===== src/rtl/ord_pkg.sv =====
// shared types, constants and helper functions for the output-restricted deque
package ord_pkg;

  localparam int DEPTH     = 8;
  localparam int DATA_BITS = 32;
  localparam int SLOT_BITS = $clog2(DEPTH);

  typedef enum logic [1:0] {
    REQ_INS_HEAD = 2'd0,
    REQ_INS_TAIL = 2'd1,
    REQ_REMOVE   = 2'd2,
    REQ_DUMP     = 2'd3
  } req_kind_t;

  typedef enum logic [1:0] {
    ST_OK    = 2'd0,
    ST_FULL  = 2'd1,
    ST_EMPTY = 2'd2
  } status_t;

  typedef struct packed {
    logic [1:0]         req_type;
    logic signed [31:0] item_value;
  } in_item_t;

  typedef struct packed {
    logic [1:0]         status;
    logic signed [31:0] data_value;
    logic [2:0]         slot_index;
    logic               last_flag;
  } out_item_t;

  // controller to datapath
  typedef struct packed {
    logic accept;
    logic capture_read;
    logic advance;
  } ctl_cmd_t;

  // datapath to controller
  typedef struct packed {
    logic needs_read;
    logic dump_more;
  } ctl_stat_t;

  function automatic logic [SLOT_BITS-1:0] next_slot(input logic [SLOT_BITS-1:0] s);
    logic [SLOT_BITS-1:0] r;
    if (s == SLOT_BITS'(DEPTH - 1)) r = '0;
    else r = s + SLOT_BITS'(1);
    return r;
  endfunction

  function automatic logic [SLOT_BITS-1:0] prev_slot(input logic [SLOT_BITS-1:0] s);
    logic [SLOT_BITS-1:0] r;
    if (s == '0) r = SLOT_BITS'(DEPTH - 1);
    else r = s - SLOT_BITS'(1);
    return r;
  endfunction

  // keep the low DATA_BITS of the sign-extended input value
  function automatic logic [DATA_BITS-1:0] to_store(input logic signed [31:0] v);
    logic [63:0] w;
    w = 64'(v);
    return w[DATA_BITS-1:0];
  endfunction

  // sign-extend a stored value and keep its low 32 bits
  function automatic logic [31:0] from_store(input logic [DATA_BITS-1:0] v);
    logic [63:0] w;
    w = 64'(signed'(v));
    return w[31:0];
  endfunction

  function automatic logic [2:0] slot_out(input logic [SLOT_BITS-1:0] s);
    logic [63:0] w;
    w = 64'(s);
    return w[2:0];
  endfunction

endpackage


===== src/rtl/ord_ctrl.sv =====
// controller state machine: sequences accept, memory read and result hand-off
module ord_ctrl import ord_pkg::*; (
  input  logic      clk,
  input  logic      rst_n,
  input  logic      in_valid,
  output logic      in_stall,
  output logic      out_valid,
  input  logic      out_stall,
  input  ctl_stat_t stat,
  output ctl_cmd_t  cmd
);

  typedef enum logic [2:0] {
    S_IDLE = 3'b001,
    S_READ = 3'b010,
    S_SEND = 3'b100
  } ctl_state_t;

  ctl_state_t state_r, state_nxt;

  always_comb begin
    state_nxt = state_r;
    cmd       = '0;
    in_stall  = 1'b1;
    out_valid = 1'b0;
    unique case (state_r)
      S_IDLE: begin
        in_stall = 1'b0;
        if (in_valid) begin
          cmd.accept = 1'b1;
          state_nxt  = stat.needs_read ? S_READ : S_SEND;
        end
      end
      S_READ: begin
        cmd.capture_read = 1'b1;
        state_nxt        = S_SEND;
      end
      S_SEND: begin
        out_valid = 1'b1;
        if (!out_stall) begin
          if (stat.dump_more) begin
            // fetch the next entry of the dump
            cmd.advance = 1'b1;
            state_nxt   = S_READ;
          end else begin
            state_nxt = S_IDLE;
          end
        end
      end
      default: state_nxt = S_IDLE;
    endcase
  end

  always_ff @(posedge clk) begin
    if (!rst_n) begin
      state_r <= S_IDLE;
    end else begin
      state_r <= state_nxt;
    end
  end

endmodule


===== src/rtl/ord_dp.sv =====
// datapath: entry memory, head/tail pointers, dump cursor and result register
module ord_dp import ord_pkg::*; (
  input  logic      clk,
  input  logic      rst_n,
  input  in_item_t  in_data,
  output out_item_t out_data,
  input  ctl_cmd_t  cmd,
  output ctl_stat_t stat
);

  logic [DATA_BITS-1:0] mem [DEPTH];

  logic [SLOT_BITS-1:0] head_r, head_nxt;
  logic [SLOT_BITS-1:0] tail_r, tail_nxt;
  logic                 empty_r, empty_nxt;
  logic [SLOT_BITS-1:0] cur_r, cur_nxt;
  logic [SLOT_BITS-1:0] cnt_r, cnt_nxt;
  logic [1:0]           kind_r, kind_nxt;
  out_item_t            out_r, out_nxt;
  logic [DATA_BITS-1:0] rd_data_r;

  logic                 wr_en;
  logic [SLOT_BITS-1:0] wr_addr;
  logic                 full;
  logic                 dump_last;

  assign full      = !empty_r && (next_slot(tail_r) == head_r);
  assign dump_last = (cur_r == tail_r) || (cnt_r == SLOT_BITS'(DEPTH - 1));

  assign stat.needs_read = ((in_data.req_type == REQ_REMOVE) ||
                            (in_data.req_type == REQ_DUMP)) && !empty_r;
  assign stat.dump_more  = (kind_r == REQ_DUMP) && !out_r.last_flag;

  assign out_data = out_r;

  always_comb begin
    head_nxt  = head_r;
    tail_nxt  = tail_r;
    empty_nxt = empty_r;
    cur_nxt   = cur_r;
    cnt_nxt   = cnt_r;
    kind_nxt  = kind_r;
    out_nxt   = out_r;
    wr_en     = 1'b0;
    wr_addr   = '0;

    if (cmd.accept) begin
      kind_nxt = in_data.req_type;
      cur_nxt  = head_r;
      cnt_nxt  = '0;
      out_nxt  = '{status: ST_OK, data_value: '0, slot_index: '0, last_flag: 1'b1};
      if ((in_data.req_type == REQ_INS_HEAD) || (in_data.req_type == REQ_INS_TAIL)) begin
        if (full) begin
          out_nxt.status = ST_FULL;
        end else if (empty_r) begin
          head_nxt  = '0;
          tail_nxt  = '0;
          empty_nxt = 1'b0;
          wr_en     = 1'b1;
          wr_addr   = '0;
        end else if (in_data.req_type == REQ_INS_HEAD) begin
          head_nxt = prev_slot(head_r);
          wr_en    = 1'b1;
          wr_addr  = prev_slot(head_r);
        end else begin
          tail_nxt = next_slot(tail_r);
          wr_en    = 1'b1;
          wr_addr  = next_slot(tail_r);
        end
      end else if (empty_r) begin
        out_nxt.status = ST_EMPTY;
      end
    end

    if (cmd.capture_read) begin
      if (kind_r == REQ_DUMP) begin
        out_nxt = '{status: ST_OK, data_value: from_store(rd_data_r),
                    slot_index: slot_out(cur_r), last_flag: dump_last};
      end else begin
        out_nxt = '{status: ST_OK, data_value: from_store(rd_data_r),
                    slot_index: '0, last_flag: 1'b1};
        // removing the only entry returns both pointers to slot zero
        if (head_r == tail_r) begin
          head_nxt  = '0;
          tail_nxt  = '0;
          empty_nxt = 1'b1;
        end else begin
          head_nxt = next_slot(head_r);
        end
      end
    end

    if (cmd.advance) begin
      cur_nxt = next_slot(cur_r);
      cnt_nxt = cnt_r + SLOT_BITS'(1);
    end
  end

  // memory write and registered read at the cursor
  always_ff @(posedge clk) begin
    if (wr_en) begin
      mem[wr_addr] <= to_store(in_data.item_value);
    end
    rd_data_r <= mem[cur_nxt];
  end

  always_ff @(posedge clk) begin
    if (!rst_n) begin
      head_r  <= '0;
      tail_r  <= '0;
      empty_r <= 1'b1;
    end else begin
      head_r  <= head_nxt;
      tail_r  <= tail_nxt;
      empty_r <= empty_nxt;
    end
  end

  always_ff @(posedge clk) begin
    cur_r  <= cur_nxt;
    cnt_r  <= cnt_nxt;
    kind_r <= kind_nxt;
    out_r  <= out_nxt;
  end

endmodule


===== src/rtl/output_restricted_deque_top.sv =====
// top level of the output-restricted deque: controller plus datapath
//
//   channel  direction  handshake           payload
//   in       input      in_valid/in_stall   in_item_t  (req_type, item_value)
//   out      output     out_valid/out_stall out_item_t (status, data_value,
//                                                       slot_index, last_flag)
//
// an insert, or a remove/dump of an empty deque, shows its result in the cycle after
// the transaction; a remove of a stored entry passes through S_READ first, for the
// registered entry-memory read. a dump passes through S_READ and S_SEND for each
// entry, using that same read port. a new request is taken the cycle after the last
// result of the previous one leaves. synchronous active-low reset empties the deque; a
// stalled result holds in the output register until taken.
module output_restricted_deque_top import ord_pkg::*; (
  input  logic      clk,
  input  logic      rst_n,
  input  logic      in_valid,
  output logic      in_stall,
  input  in_item_t  in_data,
  output logic      out_valid,
  input  logic      out_stall,
  output out_item_t out_data
);

  ctl_cmd_t  cmd;
  ctl_stat_t stat;

  ord_ctrl u_ctrl (
    .clk       (clk),
    .rst_n     (rst_n),
    .in_valid  (in_valid),
    .in_stall  (in_stall),
    .out_valid (out_valid),
    .out_stall (out_stall),
    .stat      (stat),
    .cmd       (cmd)
  );

  ord_dp u_dp (
    .clk      (clk),
    .rst_n    (rst_n),
    .in_data  (in_data),
    .out_data (out_data),
    .cmd      (cmd),
    .stat     (stat)
  );

endmodule


===== config.mk =====
export PLATFORM = sky130hd
export DESIGN_NAME = output_restricted_deque_top
export DESIGN_NICKNAME = d
export VERILOG_FILES = /design/src/rtl/ord_pkg.sv /design/src/rtl/ord_ctrl.sv /design/src/rtl/ord_dp.sv /design/src/rtl/output_restricted_deque_top.sv
export SDC_FILE = /design/constraint.sdc
export NUM_CORES = 1
export LEC_CHECK = 0
export ABC_AREA = 1
export BUFFER_PORTS_ARGS = -buffer_cell sky130_fd_sc_hd__buf_4
export CELL_PAD_IN_SITES_DETAIL_PLACEMENT = 2
export CELL_PAD_IN_SITES_GLOBAL_PLACEMENT = 2
export CORE_MARGIN = 5
export CORE_UTILIZATION = 40
export DETAILED_ROUTE_END_ITERATION = 12
export GPL_TIMING_DRIVEN = 0
export PLACE_DENSITY_LB_ADDON = 0.08
export REMOVE_ABC_BUFFERS = 1
export SETUP_SLACK_MARGIN = 0.5
export SYNTH_ARGS = -nofsm -noshare
export SYNTH_HDL_FRONTEND = slang
export SYNTH_SLANG_ARGS = --single-unit

===== constraint.sdc =====
create_clock -name clk -period 6.24 [get_ports clk]
set_clock_uncertainty 0.1 [all_clocks]
set_input_delay 0.624 -clock clk [delete_from_list [all_inputs] [get_ports clk]]
set_output_delay 0.624 -clock clk [all_outputs]
set_load 0.02 [all_outputs]

* Yosys cells after proc, flatten, opt, wreduce, memory -nomap -nowiden
Memories as Yosys holds them, arrays and structs flattened. A register that Yosys moved wholly into a read port is not among the register bits.
Cells that the tools add are included.
** Word-level totals
- Register bits :: 56
- Latch bits :: 0
- Memory bits (writable) :: 256
- Memory bits (read-only) :: 0
- Input port bits :: 38
- Output and inout bits :: 40
- Memories :: 1
** Operators by class
- Add/sub/neg operators :: 5
- $mul :: 0
- Divide/modulo/power cells :: 0
- Order comparisons :: 0
- Equal/unequal tests :: 16
- Shift-type cells :: 0
- Multiplexer cells :: 59
- Bitwise operators :: 0
- Reduce and logical (&&, ||, !) cells :: 13
** Memory list
- u_dp.mem :: depth 8, width 32, read ports 1, clocked after Yosys merged registers in 1, wr ports 1, line ord_dp.sv:11 : logic [DATA_BITS-1:0] mem [DEPTH];
** Operators with widths (number)
- $mux 3 :: 32
- $mux 38 :: 2
- $mux 1 :: 20
- $eq 3x3->1 const B :: 5
- $add 3x1->3 const B :: 4
- $eq 3x3->1 :: 3
- $pmux 3 s3 :: 1
- $eq 2x2->1 const B :: 3
- $mux 2 :: 3
- $mux 4 :: 1
- $ne 2x2->1 const B :: 2
- $reduce_bool 2->1 :: 2
- $eq 3x1->1 const B :: 1
- $eq 3x2->1 const B :: 1
- $logic_and 1x1->1 :: 3
- $logic_not 3->1 :: 1
- $logic_or 1x1->1 :: 3
- $sub 3x1->3 const B :: 1
- $eq 2x1->1 const B :: 1
- $logic_not 1->1 :: 2
- $logic_not 2->1 :: 1
- $reduce_and 2->1 :: 1

* Depth between registers and ports, before layout
Gate-level depths: netlist of the first run.
- Word-level depth :: 10
- Gate-level depth with buffers :: 13

* Cells and area by module
From an unflattened synthesis of the first run, not the netlist that was laid out.
** Second synthesis, totals
- Cell total of the unflattened synthesis :: 1418
- Area, all modules :: 14423.8 um^2
** By module, submodules not included
- ord_dp :: times used 1, cells each 1382, area an instance 14223.6 um^2, sequential area each 9819.4 um^2
- ord_ctrl :: times used 1, cells each 36, area an instance 200.2 um^2, sequential area each 60.1 um^2

* Worst setup path before layout of the first run
OpenSTA, ideal clock, no wires.
- Kind :: reg-to-reg
- Start point :: register u_dp.tail_r[0]
- End point :: memory u_dp.mem[1][0], enable pin
- Data arrival time :: 4506 ps
- Setup slack :: 1133 ps
- Cell stages (with the launch flop) :: 10
- Path buffers :: 0
- Period minus slack after synthesis :: 5107 ps
- Path through :: dfxtp_1 ha_1 ha_1 nor2_1 inv_1 o21ai_0 nand2_1 nor2_1 inv_1 nor4_1
** Between the ends
- Word-level cells in the longest chain between the ends :: 9
** Ends and longest elaborated chain
- from (decl) :: line ord_dp.sv:14 : logic [SLOT_BITS-1:0] tail_r, tail_nxt;
- from (signal assigned) :: line ord_dp.sv:114 : tail_r <= tail_nxt;
- $add 3x1->3 / $eq 3x3->1 (equally long branches) :: line ord_pkg.sv:49, ord_pkg.sv:48
- $mux 3 (*) :: line ord_pkg.sv:48 : if (s == SLOT_BITS'(DEPTH - 1)) r = '0;
- $eq 3x3->1 :: line ord_dp.sv:27 : assign full = !empty_r && (next_slot(tail_r) == head_r);
- $logic_and 1x1->1 :: line ord_dp.sv:27
- $mux 1 :: line ord_dp.sv:53 : if (full) begin
- $mux 1 :: line ord_dp.sv:52 : if ((in_data.req_type == REQ_INS_HEAD) || (in_data.req_type == REQ_INS_TAIL)) begin
- $mux 1 :: line ord_dp.sv:47 : if (cmd.accept) begin
- $mux 1 :: line ord_dp.sv:101 : if (wr_en) begin
- $mux 1 (not written as such) :: line ord_dp.sv:102 : mem[wr_addr] <= to_store(in_data.item_value);
- to (decl) :: line ord_dp.sv:11
Mark *: on every way between the ends. The rest lies on a longest branch, timed or not.

* Worst setup path after layout of the first run
- Start point :: register u_dp.tail_r[0]
- End point :: memory u_dp.mem[1][20], enable pin
Same word-level chain as after synthesis.

==> impl_metrics.tcl, run 1 <==
set metrics [dict create \
    status "finished, final reports clean" \
    dp_hpwl_um 27750 \
    post_cts_buffers 0 \
    drc 0 \
    start_util_pct 40.37 \
    die_h_um 202.0 \
    place_ws_ps 2370 \
    worstPathMaxFanout 5 \
    clock_path_buffers 3 \
    slew_violations 0 \
    post_dp_cell_area_sq_um 16360 \
    cts_tree "done" \
    cts_max_level 2 \
    wire_per_inst_um 21.37 \
    drive_gt1_share_pct 12.77 \
    tightest_slew_ps 868.4 \
    final_cells 2042 \
    layout_setup_ws_ps 2433 \
    avgViaCountPerCell 5.147 \
    grt_pass1_vias 11740 \
    cp-start-kind "flip-flop" \
    drt-initial-drc-count 554 \
    cp.arrival_ps 3940 \
    min_path_type "primary input to flip-flop" \
    grt_pass1_wl_um 67630 \
    synth_seq_cells 344 \
    yosysWarnings 0 \
    die_area_sq_um 40800 \
    io_pins 78 \
    synth_seq_area_share_pct 67.01 \
    slowest_stage "nor4_2" \
    slew_headroom_pct 41.89 \
    cts.sinks 344 \
    p_leak_nw 7.887 \
    powerDensity_nw_per_um2 326.6 \
    hold_viol 0 \
    gp_congestion 0.7705 \
    avgSynthCellArea_sq_um 10.18 \
    final_util_pct 48.04 \
    routed_wl_um 43630 \
    synth_cells 1448 \
    portBuffers 77 \
    hold_buffers 0 \
    path_buf_inv 5 \
    syn_to_final_growth_pct 19.00 \
    core_area_sq_um 36520 \
    dp.cells 1973 \
    crit_chain "ha_1 -> ha_1 -> nor2_1 -> inv_1 -> o21ai_0 -> nand2_1 -> nor2_1 -> inv_1 -> nor4_2 -> buf_4 -> buf_6 -> buf_4" \
    setup_tns_ps 0 \
    design_area_sq_um 17550 \
    fp.dieW_um 202.0 \
    cpPeakStageDelay_ps 710 \
    fin_crit_ps 3808 \
    rsz0062_at_grt "false" \
    cp.required_ps 6370 \
    path_class "flip-flop to flip-flop" \
    vdd_ir_drop_max_v 0.0001814 \
    drtPass1Iterations 5 \
    vias 10510 \
    critical_path.top_delay_family "simple AND/OR/NAND/NOR gates" \
    antenna_found_initial 1 \
    maxCapViolCount 0 \
    cts_resized 0 \
    fmaxAchievable_mhz 262.6 \
    antenna_cells 0 \
    cts-root-buf "clkbuf_16" \
    final_nets 1595 \
    clock_latency_ps 530 \
    path_clk_slew_ps 60 \
    synth.cell_area_sq_um 14740 \
    period_share_pct 61.02 \
    row_count 70 \
    grtUsageTotal_pct 21.39 \
    synth.distinct_cells 34 \
    numCtsBuffers 40 \
    postRouteAntennaNets 0 \
    grt.overflow.total 0 \
    cp-end-kind "flip-flop" \
    finalSetupViolations 0 \
    grt_start_max_net_pins 101 \
]
## cell usage after synthesis
cell type  count  share of area [%]
xor2_1         5               0.30
or2_2          1              0.042
buf_2         50                1.7
a21oi_1        7               0.24
clkbuf_1       8               0.20
xnor2_1        2               0.12
nand2_2        2              0.085
buf_1          3              0.076
nand3b_1       2               0.10
o41ai_1        1              0.059
inv_1        322                8.2
nor3_1         3               0.10
nor4_1         4               0.17
buf_6          3               0.23
nor3_4         1               0.11
a32oi_1        1              0.059
nor2_1        59                1.5
nand4_1        2              0.085
nor3_2         1              0.068
a311oi_1       1              0.059
ha_1          10               0.85
inv_2          1              0.025
dfxtp_1       45                6.1
o21ai_0       13               0.44
o31ai_1        1              0.051
nand2_1      294                7.5
nand2_4        1              0.076
o21ai_2        1              0.059
edfxtp_1     299                 61
nand3_1      297                 10
a21boi_0       1              0.051
nand3_2        1              0.068
o211ai_1       2               0.10
buf_4          4               0.20
## path summary, 6_finish.rpt
| path | depth (start not counted) | start | slack, ps | endpoint |
|---|---|---|---|---|
| worst max-delay path | 12 | u_dp.tail_r[0]$_SDFF_PN0_ | 2430 | u_dp.mem[1][20]$_DFFE_PP_ |
| worst min-delay path | 2 | rst_n | 180 | u_ctrl.state_r[0]$_SDFFE_PN1P_ |
| worst max register to register | 12 | u_dp.tail_r[0]$_SDFF_PN0_ | 2430 | u_dp.mem[1][20]$_DFFE_PP_ |
| worst min register to register | 2 | u_dp.rd_data_r[2]$_DFF_P_ | 430 | u_dp.out_data[6]$_SDFFCE_PN0P_ |
## flip-flops by register name (all words and copies together), names as in the netlist
name and cells:
u_dp.mem 256, u_dp.out_data 38, u_dp.rd_data_r 32, u_ctrl.state_r 3, u_dp.cnt_r 3, u_dp.cur_r 3
u_dp.head_r 3, u_dp.tail_r 3, u_dp.kind_r 2, u_dp.empty_r 1
## cells by family (layout without fill, tap and decap cells)
kind of cell               count (synthesis)  count (layout)  synth area share [%]
and+or+nand+nor                          668             668                 19.98
buffers and inverters                    391             517                 10.63
DFF                                      344             344                 67.01
AOI/OAI and AO/OA                         28              28                 1.120
adders and majority gates                 10              10                0.8486
xor gates and xnor gates                   7               7                0.4158
## final cells by class
class	instances	area, sq um
clock buffers	48	1062
clock inverters	21	123.9
fillers	3724	18980
inverters	323	1215
multi-input cells	713	3411
flip-flops and latches	344	9879
well taps	468	585.6
repair buffers	125	1269
## power breakdown
part           internal, mW  leakage (nW)  switching (mW)
combinational         0.274          4.20           0.583
sequential             2.67          3.10          0.0556
clock                  1.25         0.585           0.904
total                  4.19          7.89            1.54
## cells in the final DEF, fill, tap and decap left out, drive strengths merged
| master | count |
|---|---|
| clkbuf | 48 |
| nor2 | 59 |
| a32oi | 1 |
| dfxtp | 45 |
| o31ai | 1 |
| nand2 | 297 |
| xor2 | 5 |
| xnor2 | 2 |
| nor4 | 4 |
| nand4 | 2 |
| inv | 324 |
| o21ai | 14 |
| nand3 | 298 |
| a21oi | 7 |
| or2 | 1 |
| a311oi | 1 |
| o41ai | 1 |
| o211ai | 2 |
| nor3 | 5 |
| clkinv | 18 |
| bufinv | 1 |
| ha | 10 |
| buf | 125 |
| clkinvlp | 1 |
| edfxtp | 299 |
| nand3b | 2 |
| a21boi | 1 |
## through the flow
stage,power (mW),hold slack (ps)
global placement,3.565,404.2
detailed placement,3.638,422.0
finish,5.731,182.0
floorplan,3.239,373.4
global route,6.009,166.7
CTS,5.802,165.6
## metal layers
metal / global-route usage [%] / wire length [um]
met5: 0 / 13
met1: 27.40 / 18840
met2: 38.00 / 22060
met4: 5.737 / 1078
met3: 3.225 / 1643
Power figures use the tool's default switching activity.
==> run 2: changes to the inputs <==
--- a/config.mk
+++ b/config.mk
@@ -10,7 +10,7 @@
 export CELL_PAD_IN_SITES_DETAIL_PLACEMENT = 2
 export CELL_PAD_IN_SITES_GLOBAL_PLACEMENT = 2
 export CORE_MARGIN = 5
-export CORE_UTILIZATION = 40
+export CORE_UTILIZATION = 36
 export DETAILED_ROUTE_END_ITERATION = 12
 export GPL_TIMING_DRIVEN = 0
 export PLACE_DENSITY_LB_ADDON = 0.08
==> constraint.sdc (replaced) <==
create_clock -name clk -period 3.5 [get_ports clk]
set_clock_uncertainty 0.1 [all_clocks]
set_input_delay 0.35 -clock clk [delete_from_list [all_inputs] [get_ports clk]]
set_output_delay 0.35 -clock clk [all_outputs]
set_load 0.02 [all_outputs]
==> run 2 against run 1 <==
Sequential power grew 79%. Sequential share of layout area shrank 2.6 points. Via count grew 3.5%. Count of clock-buffer cells in the layout grew 16. Die area grew 11%. Fmax grew 32%. Final cell count grew 6.4%. Clock power grew 83%. First-iteration DRC count shrank 0.90%. Hold slack lost 100 ps. Combinational power grew 98%. Core utilization shrank 2.8 points. Largest cell class unchanged.
==> impl_metrics.tcl, run 2 (synthesis results as in run 1) <==
set metrics [dict create \
    status "finished, final reports clean" \
    row_count 74 \
    hold_viol 0 \
    wire_per_inst_um 22.12 \
    clock_latency_ps 560 \
    grtUsageTotal_pct 21.21 \
    hold_path_depth 4 \
    syn_to_final_growth_pct 24.84 \
    place_ws_ps -382.8 \
    start_util_pct 36.27 \
    drt-initial-drc-count 549 \
    final_common_cell "inv_1" \
    postRouteAntennaNets 0 \
    drtPass1Iterations 5 \
    cp.required_ps 3650 \
    hold_path_end "u_ctrl.state_r[1]$_SDFFE_PN0P_" \
    critical_path.top_delay_family "simple AND/OR/NAND/NOR gates" \
    grt_pass1_vias 12040 \
    largest_reg_flops 256 \
    routed_wl_um 48040 \
    p_leak_nw 8.218 \
    crit_chain "ha_1 -> ha_1 -> nor2_1 -> inv_1 -> nand2_1 -> nand2_1 -> nand3_2 -> nand2_8 -> nor4_4 -> buf_4 -> buf_4 -> buf_4 -> buf_4" \
    avgViaCountPerCell 5.009 \
    hold_ws_ps 82.43 \
    path_clk_slew_ps 60 \
    cp.depth 13 \
    period_share_pct 82.33 \
    r2r_cells 13 \
    finalSetupViolations 0 \
    rsz0062_at_grt "false" \
    die_area_sq_um 45100 \
    cpPeakStageDelay_ps 380 \
    dp_hpwl_um 27010 \
    cts.sinks 344 \
    min_path_type "primary input to flip-flop" \
    antenna_cells 0 \
    final_cell_mix "inv_1 (321), edfxtp_1 (299), nand3_1 (293), nand2_1 (288), buf_4 (118)" \
    vdd_ir_drop_max_v 0.0003555 \
    antenna_found_initial 0 \
    final_nets 1656 \
    final_cells 2172 \
    cpMostUsedCell "buf_4" \
    cts_tree "done" \
    grt_start_max_net_pins 53 \
    portBuffers 77 \
    numCtsBuffers 40 \
    regToRegSetupSlack_ps 620 \
    cts-root-buf "clkbuf_16" \
    core_area_sq_um 40650 \
    io_pins 78 \
    slowest_stage "dfxtp_1" \
    fp.dieW_um 212.4 \
    powerDensity_nw_per_um2 570.9 \
    grt.overflow.total 0 \
    slew_headroom_pct 37.01 \
    cp-start-kind "flip-flop" \
    worstReg2RegEnd "u_dp.mem[5][3]$_DFFE_PP_" \
    die_h_um 212.4 \
    cp-end-kind "flip-flop" \
    hp-start "out_stall" \
    worstPathMaxFanout 11 \
    grt_pass1_wl_um 72030 \
    path_class "flip-flop to flip-flop" \
    clock_path_buffers 3 \
    fmaxAchievable_mhz 347.0 \
    timing.rr.start "u_dp.tail_r[0]$_SDFF_PN0_" \
    drive_gt1_share_pct 14.33 \
    maxCapViolCount 0 \
    fin_crit_ps 2882 \
    tightest_slew_ps 942.0 \
    slew_violations 0 \
    vias 10880 \
    layout_setup_ws_ps 618.3 \
    cp.arrival_ps 3040 \
    dp.cells 2032 \
    drc 0 \
    gp_congestion 0.7446 \
    path_buf_inv 5 \
    cts_max_level 2 \
    regMostFlops "u_dp.mem" \
]
[run 2: final cells by class]
class / count / area, sq um
Inverter: 323 / 1217
Clock inverter: 10 / 51.30
Sequential cell: 344 / 9879
Multi-Input combinational cell: 718 / 3566
Fill cell: 4209 / 22240
Tap cell: 532 / 665.6
Timing Repair Buffer: 181 / 1854
Clock buffer: 64 / 1172
[run 2: worst max-delay path by stage]
| stage | endpoint | slack, ps | from |
|---|---|---|---|
| 2_1_floorplan | u_dp.rd_data_r[0]$_DFF_P_ | -2180 | u_ctrl.state_r[0]$_SDFFE_PN1P_ |
| 3_3_place_gp | u_dp.rd_data_r[11]$_DFF_P_ | -6980 | u_ctrl.state_r[0]$_SDFFE_PN1P_ |
| 3_5_place_dp | u_dp.mem[5][6]$_DFFE_PP_ | -380 | u_dp.tail_r[0]$_SDFF_PN0_ |
| 4_1_cts | u_dp.mem[5][4]$_DFFE_PP_ | 510 | u_dp.tail_r[0]$_SDFF_PN0_ |
| 5_1_grt | u_dp.mem[5][3]$_DFFE_PP_ | 500 | u_dp.tail_r[0]$_SDFF_PN0_ |
| 6_report | u_dp.mem[5][3]$_DFFE_PP_ | 620 | u_dp.tail_r[0]$_SDFF_PN0_ |
[run 2: where the power goes]
| group | total, mW | internal, mW | leakage (nW) | switching, mW |
|---|---|---|---|---|
| registers | 4.86 | 4.76 | 3.10 | 0.105 |
| clock network | 3.94 | 2.29 | 0.597 | 1.65 |
| logic | 1.70 | 0.566 | 4.52 | 1.14 |
[run 2: metal layers]
metal | part of all wire (%) | global-route usage, % | up-vias
li1 | - | - | 5002
met1 | 44 | 27.71 | 5600
met5 | 0 | 0 | -
met2 | 50 | 36.89 | 202
met4 | 2.4 | 5.650 | 0
met3 | 4.0 | 3.482 | 76
[run 2: stage by stage]
stage	utilization (%)	power (mW)	setup TNS [ps]	instance area (sq um)
after floorplan	-	5.775	-273640	14390
after global placement	38.46	6.384	-1372580	15630
after detailed placement	40.27	6.495	-7579	16370
after CTS	45.07	10.60	0	18320
after global routing	45.28	11.01	0	18410
final	45.28	10.51	0	18410
[run 2: worst min-delay path, delay by kind of cell]
family	cells	cell delay (ps)
compound gates	1	90
simple gates	2	150
buf+inv	1	100
[run 2: repair_timing]
item                                   in CTS  in global routing
gates resized for setup                    16                  7
hold buffers                               35                  0
buffers inserted                           21                  3
pin swaps                                  15                  4
cloned                                      5                  2
setup endpoints to repair                 289                170
endpoints found under the hold margin     259                  0
